<file path="src/rtl/u8sd_pkg.sv">
`default_nettype none
package u8sd_pkg;

	localparam int unsigned CP_W  = 21;
	localparam int unsigned LEN_W = 3;
	localparam int unsigned REP_W = 3;
	localparam int unsigned CNT_W = 2;
	localparam int unsigned PAY_W = 12;

	localparam logic [7:0] ASCII_LIMIT  = 8'h80;
	localparam logic [7:0] CONT_LO      = 8'h80;
	localparam logic [7:0] CONT_HI      = 8'hbf;
	localparam logic [7:0] LEAD2_LO     = 8'hc2;
	localparam logic [7:0] LEAD2_HI     = 8'hdf;
	localparam logic [7:0] LEAD3_LO     = 8'he0;
	localparam logic [7:0] LEAD3_HI     = 8'hef;
	localparam logic [7:0] LEAD4_LO     = 8'hf0;
	localparam logic [7:0] LEAD4_HI     = 8'hf4;
	localparam logic [7:0] LEAD_E0      = 8'he0;
	localparam logic [7:0] LEAD_ED      = 8'hed;
	localparam logic [7:0] LEAD_F0      = 8'hf0;
	localparam logic [7:0] LEAD_F4      = 8'hf4;
	localparam logic [7:0] E0_SECOND_LO = 8'ha0;
	localparam logic [7:0] ED_SECOND_HI = 8'h9f;
	localparam logic [7:0] F0_SECOND_LO = 8'h90;
	localparam logic [7:0] F4_SECOND_HI = 8'h8f;

	localparam logic [CP_W-1:0] REPLACEMENT_CP = CP_W'(63);

	// Decoder state carried from byte to byte.
	typedef struct packed {
		logic [7:0]       lead;
		logic [CNT_W-1:0] count;
		logic [PAY_W-1:0] payload;
	} dec_state_t;

	// Results caused by one byte: rep replacements, then an optional tail item.
	typedef struct packed {
		logic [REP_W-1:0] rep;
		logic             tail;
		logic [CP_W-1:0]  cp;
		logic [LEN_W-1:0] len;
		logic             text_end;
	} burst_t;

	// Sequence length opened by a lead byte, zero when it opens none.
	function automatic logic [LEN_W-1:0] seq_length(input logic [7:0] lead);
		logic [LEN_W-1:0] n;
		n = '0;
		if (lead >= LEAD2_LO && lead <= LEAD2_HI) n = LEN_W'(2);
		else if (lead >= LEAD3_LO && lead <= LEAD3_HI) n = LEN_W'(3);
		else if (lead >= LEAD4_LO && lead <= LEAD4_HI) n = LEN_W'(4);
		return n;
	endfunction

endpackage
`default_nettype wire

</file>
<file path="src/rtl/u8sd_decode.sv">
`default_nettype none
module u8sd_decode import u8sd_pkg::*; (
	input  wire logic [7:0] in_byte,
	input  wire logic       in_last,
	input  wire dec_state_t cur,
	output dec_state_t      nxt,
	output burst_t          burst
);

	logic [LEN_W-1:0] need;
	logic [LEN_W-1:0] fresh_len;
	logic [7:0]       lo;
	logic [7:0]       hi;
	logic             held;
	logic             cont_ok;
	logic             complete;
	logic [CP_W-1:0]  lead_part;
	logic [CP_W-1:0]  joined_cp;

	assign held      = (cur.count != '0);
	assign need      = seq_length(cur.lead);
	assign fresh_len = seq_length(in_byte);

	// The second byte of a sequence has a narrowed range; that is where overlong
	// forms, surrogates and values above the last plane get rejected.
	always_comb begin
		lo = CONT_LO;
		hi = CONT_HI;
		if (cur.count == CNT_W'(1)) begin
			unique case (cur.lead)
				LEAD_E0: lo = E0_SECOND_LO;
				LEAD_ED: hi = ED_SECOND_HI;
				LEAD_F0: lo = F0_SECOND_LO;
				LEAD_F4: hi = F4_SECOND_HI;
				default: ;
			endcase
		end
	end

	assign cont_ok  = held && (need != '0) && (in_byte >= lo) && (in_byte <= hi);
	assign complete = cont_ok && ({1'b0, cur.count} + LEN_W'(1) == need);

	always_comb begin
		unique case (need)
			LEN_W'(2): lead_part = CP_W'({cur.lead[4:0], 6'b0});
			LEN_W'(3): lead_part = CP_W'({cur.lead[3:0], 12'b0});
			LEN_W'(4): lead_part = CP_W'({cur.lead[2:0], 18'b0});
			default:   lead_part = '0;
		endcase
	end

	assign joined_cp = lead_part | CP_W'({cur.payload, 6'b0}) | CP_W'(in_byte[5:0]);

	always_comb begin
		nxt             = cur;
		burst.rep       = '0;
		burst.tail      = 1'b0;
		burst.cp        = REPLACEMENT_CP;
		burst.len       = LEN_W'(1);
		burst.text_end  = in_last;
		if (complete) begin
			burst.tail = 1'b1;
			burst.cp   = joined_cp;
			burst.len  = need;
			nxt        = '0;
		end else if (cont_ok) begin
			nxt.payload = PAY_W'({cur.payload, in_byte[5:0]});
			nxt.count   = cur.count + CNT_W'(1);
			// The string ends inside the sequence: every held byte and this one turn into '?'.
			if (in_last) begin
				burst.rep = REP_W'(cur.count) + REP_W'(1);
			end
		end else begin
			// Broken or no sequence: flush what is held, then decode the byte fresh.
			burst.rep = REP_W'(cur.count);
			nxt       = '0;
			if (in_byte < ASCII_LIMIT) begin
				burst.tail = 1'b1;
				burst.cp   = CP_W'(in_byte);
			end else if (fresh_len == '0) begin
				burst.tail = 1'b1;
			end else if (in_last) begin
				burst.rep = burst.rep + REP_W'(1);
			end else begin
				nxt.lead  = in_byte;
				nxt.count = CNT_W'(1);
			end
		end
		if (in_last) begin
			nxt = '0;
		end
	end

endmodule
`default_nettype wire

</file>
<file path="src/rtl/utf8_stream_decoder.sv">
`default_nettype none
// Strict UTF-8 to code point stream decoder.
//
// The slave channel takes one byte of text per request: s_tdata carries the
// byte and s_tlast marks the final byte of a string, so no terminator is sent.
// The master channel returns one code point per request, with the number of
// bytes it used; m_tuser is high on the last result caused by an input byte
// and m_tlast is high on the final result of the whole string.
//
// A byte is registered in an input stage, decoded there in one pass, and the
// results it causes are loaded into an output stage, from which they show on
// the master channel; a byte with results waits in the input stage while the
// output stage is busy. A byte that causes one result leaves room for the next
// byte in every cycle while m_tready is high, so well-formed text flows at one
// byte per cycle. A rejected sequence can give up to four '?' results; the
// output stage sends one per cycle while m_tready is high, and a byte waiting
// in the input stage behind a burst is held until its last result is taken.
// A byte that only extends an open sequence gives nothing.
//
// Reset clears both stages and the held sequence. When the receiver holds
// m_tready low, the output stage keeps its result and s_tready falls once the
// input stage holds a byte that still needs the output stage.
module utf8_stream_decoder import u8sd_pkg::*; (
	input  wire logic        clk,
	input  wire logic        arst_n,
	input  wire logic        s_tvalid,
	output logic             s_tready,
	input  wire logic [7:0]  s_tdata,   // [7:0] in_byte
	input  wire logic        s_tlast,   // in_last
	output logic             m_tvalid,
	input  wire logic        m_tready,
	output logic [23:0]      m_tdata,   // [20:0] code_point, [23:21] byte_length
	output logic             m_tuser,   // run_last
	output logic             m_tlast    // text_end
);

	// Input stage.
	logic       valid_s1;
	logic [7:0] byte_s1;
	logic       last_s1;

	// Sequence held between bytes.
	dec_state_t state_q;
	dec_state_t state_next;
	burst_t     burst;

	// Output stage: a count of pending replacements and an optional tail item.
	logic             valid_s2;
	logic [REP_W-1:0] rep_s2;
	logic             tail_s2;
	logic [CP_W-1:0]  cp_s2;
	logic [LEN_W-1:0] len_s2;
	logic             end_s2;

	logic burst_empty;
	logic out_final;
	logic out_done;
	logic out_free;
	logic advance;

	u8sd_decode u_decode (
		.in_byte (byte_s1),
		.in_last (last_s1),
		.cur     (state_q),
		.nxt     (state_next),
		.burst   (burst)
	);

	assign burst_empty = (burst.rep == '0) && !burst.tail;

	// The current result is the last of its burst when only the tail remains,
	// or when the final replacement goes out and no tail follows.
	assign out_final = (rep_s2 == '0) || ((rep_s2 == REP_W'(1)) && !tail_s2);
	assign out_done  = valid_s2 && m_tready;
	assign out_free  = !valid_s2 || (m_tready && out_final);
	assign advance   = valid_s1 && (burst_empty || out_free);
	assign s_tready  = !valid_s1 || advance;

	always_ff @(posedge clk or negedge arst_n) begin
		if (!arst_n) begin
			valid_s1 <= 1'b0;
		end else if (s_tready) begin
			valid_s1 <= s_tvalid;
		end
	end

	always_ff @(posedge clk) begin
		if (s_tvalid && s_tready) begin
			byte_s1 <= s_tdata;
			last_s1 <= s_tlast;
		end
	end

	always_ff @(posedge clk or negedge arst_n) begin
		if (!arst_n) begin
			state_q <= '0;
		end else if (advance) begin
			state_q <= state_next;
		end
	end

	always_ff @(posedge clk or negedge arst_n) begin
		if (!arst_n) begin
			valid_s2 <= 1'b0;
			rep_s2   <= '0;
			tail_s2  <= 1'b0;
		end else if (advance && !burst_empty) begin
			valid_s2 <= 1'b1;
			rep_s2   <= burst.rep;
			tail_s2  <= burst.tail;
		end else if (out_done && out_final) begin
			valid_s2 <= 1'b0;
		end else if (out_done) begin
			rep_s2 <= rep_s2 - REP_W'(1);
		end
	end

	always_ff @(posedge clk) begin
		if (advance && !burst_empty) begin
			cp_s2  <= burst.cp;
			len_s2 <= burst.len;
			end_s2 <= burst.text_end;
		end
	end

	// Pending replacements go out before the tail item.
	always_comb begin
		if (rep_s2 != '0) begin
			m_tdata = {LEN_W'(1), REPLACEMENT_CP};
		end else begin
			m_tdata = {len_s2, cp_s2};
		end
	end

	assign m_tvalid = valid_s2;
	assign m_tuser  = out_final;
	assign m_tlast  = out_final && end_s2;

endmodule
`default_nettype wire

</file>
<file path="config.mk">
export PLATFORM = sky130hd
export DESIGN_NAME = utf8_stream_decoder
export DESIGN_NICKNAME = d
export VERILOG_FILES = /design/src/rtl/u8sd_pkg.sv /design/src/rtl/u8sd_decode.sv /design/src/rtl/utf8_stream_decoder.sv
export SDC_FILE = /design/constraint.sdc
export NUM_CORES = 1
export LEC_CHECK = 0
export ABC_AREA = 0
export BUFFER_PORTS_ARGS = -buffer_cell sky130_fd_sc_hd__buf_4
export CORE_MARGIN = 1.5
export CORE_UTILIZATION = 50
export DETAILED_ROUTE_END_ITERATION = 8
export PLACE_DENSITY = 0.7
export SLEW_MARGIN = 10
export SYNTH_ARGS = -nofsm -noshare
export SYNTH_HDL_FRONTEND = slang
export SYNTH_HIERARCHICAL = 1
export SYNTH_SLANG_ARGS = --single-unit
</file>
<file path="constraint.sdc">
create_clock -name clk -period 4.4 [get_ports clk]
set_input_delay 0.44 -clock clk [delete_from_list [all_inputs] [get_ports clk]]
set_output_delay 0.44 -clock clk [all_outputs]
set_load 0.02 [all_outputs]
</file>
==> reports/results.tsv <==
metric	value	unit
critPathKind	reg2out	
gr-total-overflow	0	
die_width	85.4	um
fin_crit_sh	0.954	
p_leak	1.69	nW
violations	DRC	
final_cells	420	
routedWlPerCell	16.6	um
grt_max_degree	29	
fin_crit	4200	ps
ff2ff_path_depth	15	
drtIter0Drc	212	
num_antenna_cells	0	
die_y	85.4	um
async_reset_ff_frac	0.452	
drive_gt1_frac	0.312	
tightestPinTransition	1240	ps
postSynthRegisterBits	62	
yosysTopAreaCell	edfxtp_1	
io_buffers	40	
gp_congestion	0.846	
setup_tns	0	ps
skew	11.1	ps
maxCapViolCount	0	
p_per_area	561	nW/um2
dp_slack	273	ps
cp-start-kind	flip-flop	
yosys_warnings	6	
cts_inserted_buffers	9	
synth_flop_cell	edfxtp_1	
routed_wl	6970	um
status	finished, violations left	
ios	41	
rrSetupSlack	400	ps
ys_seq_area_frac	0.507	
pwr-share-clk	0.217	
fin_util	0.623	
final_common_cell	buf_4	
dpl.cell_count	402	
clk_latency	350	ps
dieArea	7290	um2
switching_share	0.369	
p_seq_frac	0.405	
synth-edff-count	34	
grt_pass1_vias	2241	
dp_hpwl	4730	um
postRouteAntennaNets	0	
internal-power	1.43	mW
clockRootBuffer	clkbuf_8	
core_area	6460	um2
syn-instance-count	293	
hold_path_class	in2async	
slew_headroom	0.171	
crit_arrival	3760	ps
cp.required	3960	ps
slew_violations	0	
r2r-end	cp_s2[12]	
synth_nets	317	
critPathMaxFanout	7	
synth_top_area_frac	0.301	
cts.sink_count	62	
num_rows	29	
peakVddDrop	0.000421	V
grt_pass1_wl	11100	um
dr_total_vias	2403	
cts_tree	yes	
track_usage	0.204	
avgSynthCellArea	11.6	um2
final_nets	362	
comb_power_share	0.378	
start_util	0.526	
layout_common_cells	buf_4 (48), edfxtp_1 (34), and2_1 (32)	
worst_slack	203	ps
clockBufferDepth	2	
r2r-start	state_q[18]	
grt_antenna_before_repair	0	
area_growth	18.6	%
total_power	2.26	mW
htreeDepth	3	
setup_viol	0	
dr.pass1.iters	7	
hold_viol_final	0	
vias_per_cell	5.72	
drc_errors	5	
clkTransAtPathRegs	70	ps
ys_types	54	
end_kind	primary output	
switchingPower	834	uW
synth_area_leaders	edfxtp_1 (30%), dfrtp_1 (21%), mux2_4 (8.8%)	
grt_setup_unrepaired	false	
max_freq	0.238	GHz
synth_area	3400	um2
## worst max-delay path by stage
stage	startpoint	to	slack (ps)	cells after the start
final	state_q[18]	s_tready	200	15
after global routing	state_q[18]	s_tready	0.4	15
after CTS	state_q[13]	s_tready	10	16
after detailed placement	state_q[13]	cp_s2[7]	270	16
after global placement	state_q[13]	cp_s2[15]	370	16
after floorplan	state_q[13]	cp_s2[0]	410	16
## power groups by stage
stage	Sequential, mW	Combinational [mW]	Clock [mW]
6_report	0.915	0.853	0.491
5_1_grt	0.936	0.933	0.521
4_1_cts	0.910	0.836	0.501
3_5_place_dp	0.922	0.830	0
3_3_place_gp	0.920	0.819	0
2_1_floorplan	0.859	0.623	0
## final cells by class
type                    count  area [um2]
flip-flops and latches     62        1720
inverters                  12        45.0
clock buffers              11         141
multi-input cells         204        1590
repair buffers             49         380
clock inverters             5        50.0
well taps                  77        96.3
fillers                   514        2430
## through the flow
stage                     cell area (um2)  hold slack, ps
after floorplan                      3400             144
after global placement               3760             392
after detailed placement             3760             392
after CTS                            3960            13.1
after global routing                 4030            40.0
final                                4030            13.3
## sequential cells by signal, indices dropped and copies added, names as in the netlist
| signal | count |
|---|---|
| byte_s1 | 8 |
| len_s2 | 3 |
| end_s2 | 1 |
| valid_s1 | 1 |
| m_tvalid | 1 |
| rep_s2 | 3 |
| last_s1 | 1 |
| state_q | 22 |
| cp_s2 | 21 |
| tail_s2 | 1 |
## layer usage
layer / routed length, um / part of all wire / GRT usage
met4: 114 / 0.016 / 0.122
met3: 472 / 0.068 / 0.0418
met1: 3260 / 0.47 / 0.286
met5: 0 / 0 / 0
met2: 3130 / 0.45 / 0.291
## synthesized netlist by cell type (all sizes together), types with 2 or more instances
master and count:
edfxtp 34, and2 32, dfrtp 28, mux2 22, nor2 19, nor3 18, a21oi 14, inv 12
ha 11, nand2 11, buf 10, or3 10, a21o 6, a22oi 6, nand3 6, and3 5
clkbuf 5, o21ai 5, nand2b 4, nor2b 4, a221oi 3, nor4 3, o2bb2ai 3, a2bb2oi 2
a31oi 2, mux2i 2, nand4 2
## critical path, stage by stage, from the launching register on
cell and delay (ps):
dfrtp_1 470, nand4_1 300, nor3_1 240, a31oi_1 80
nor3_1 210, ha_1 280, a21oi_1 150, o211ai_1 150
or3_4 470, a21oi_2 150, a221oi_2 60, nor4_2 390
nand2b_4 200, nor2_1 60, inv_1 90, buf_4 130
## cells by family after synthesis
kind of cell / synth area share
flops: 0.507
simple gates: 0.200
buf+inv: 0.0413
mux: 0.101
compound gates: 0.108
xor+xnor: 0.00258
fa+ha+maj: 0.0405
## what timing repair did
item	CTS	global route
resized for setup	1	10
hold buffers	0	0
endpoints found under the setup margin	1	26
setup buffers	0	2
pin swaps	0	6
No activity file was read; power rests on OpenSTA's default activity.
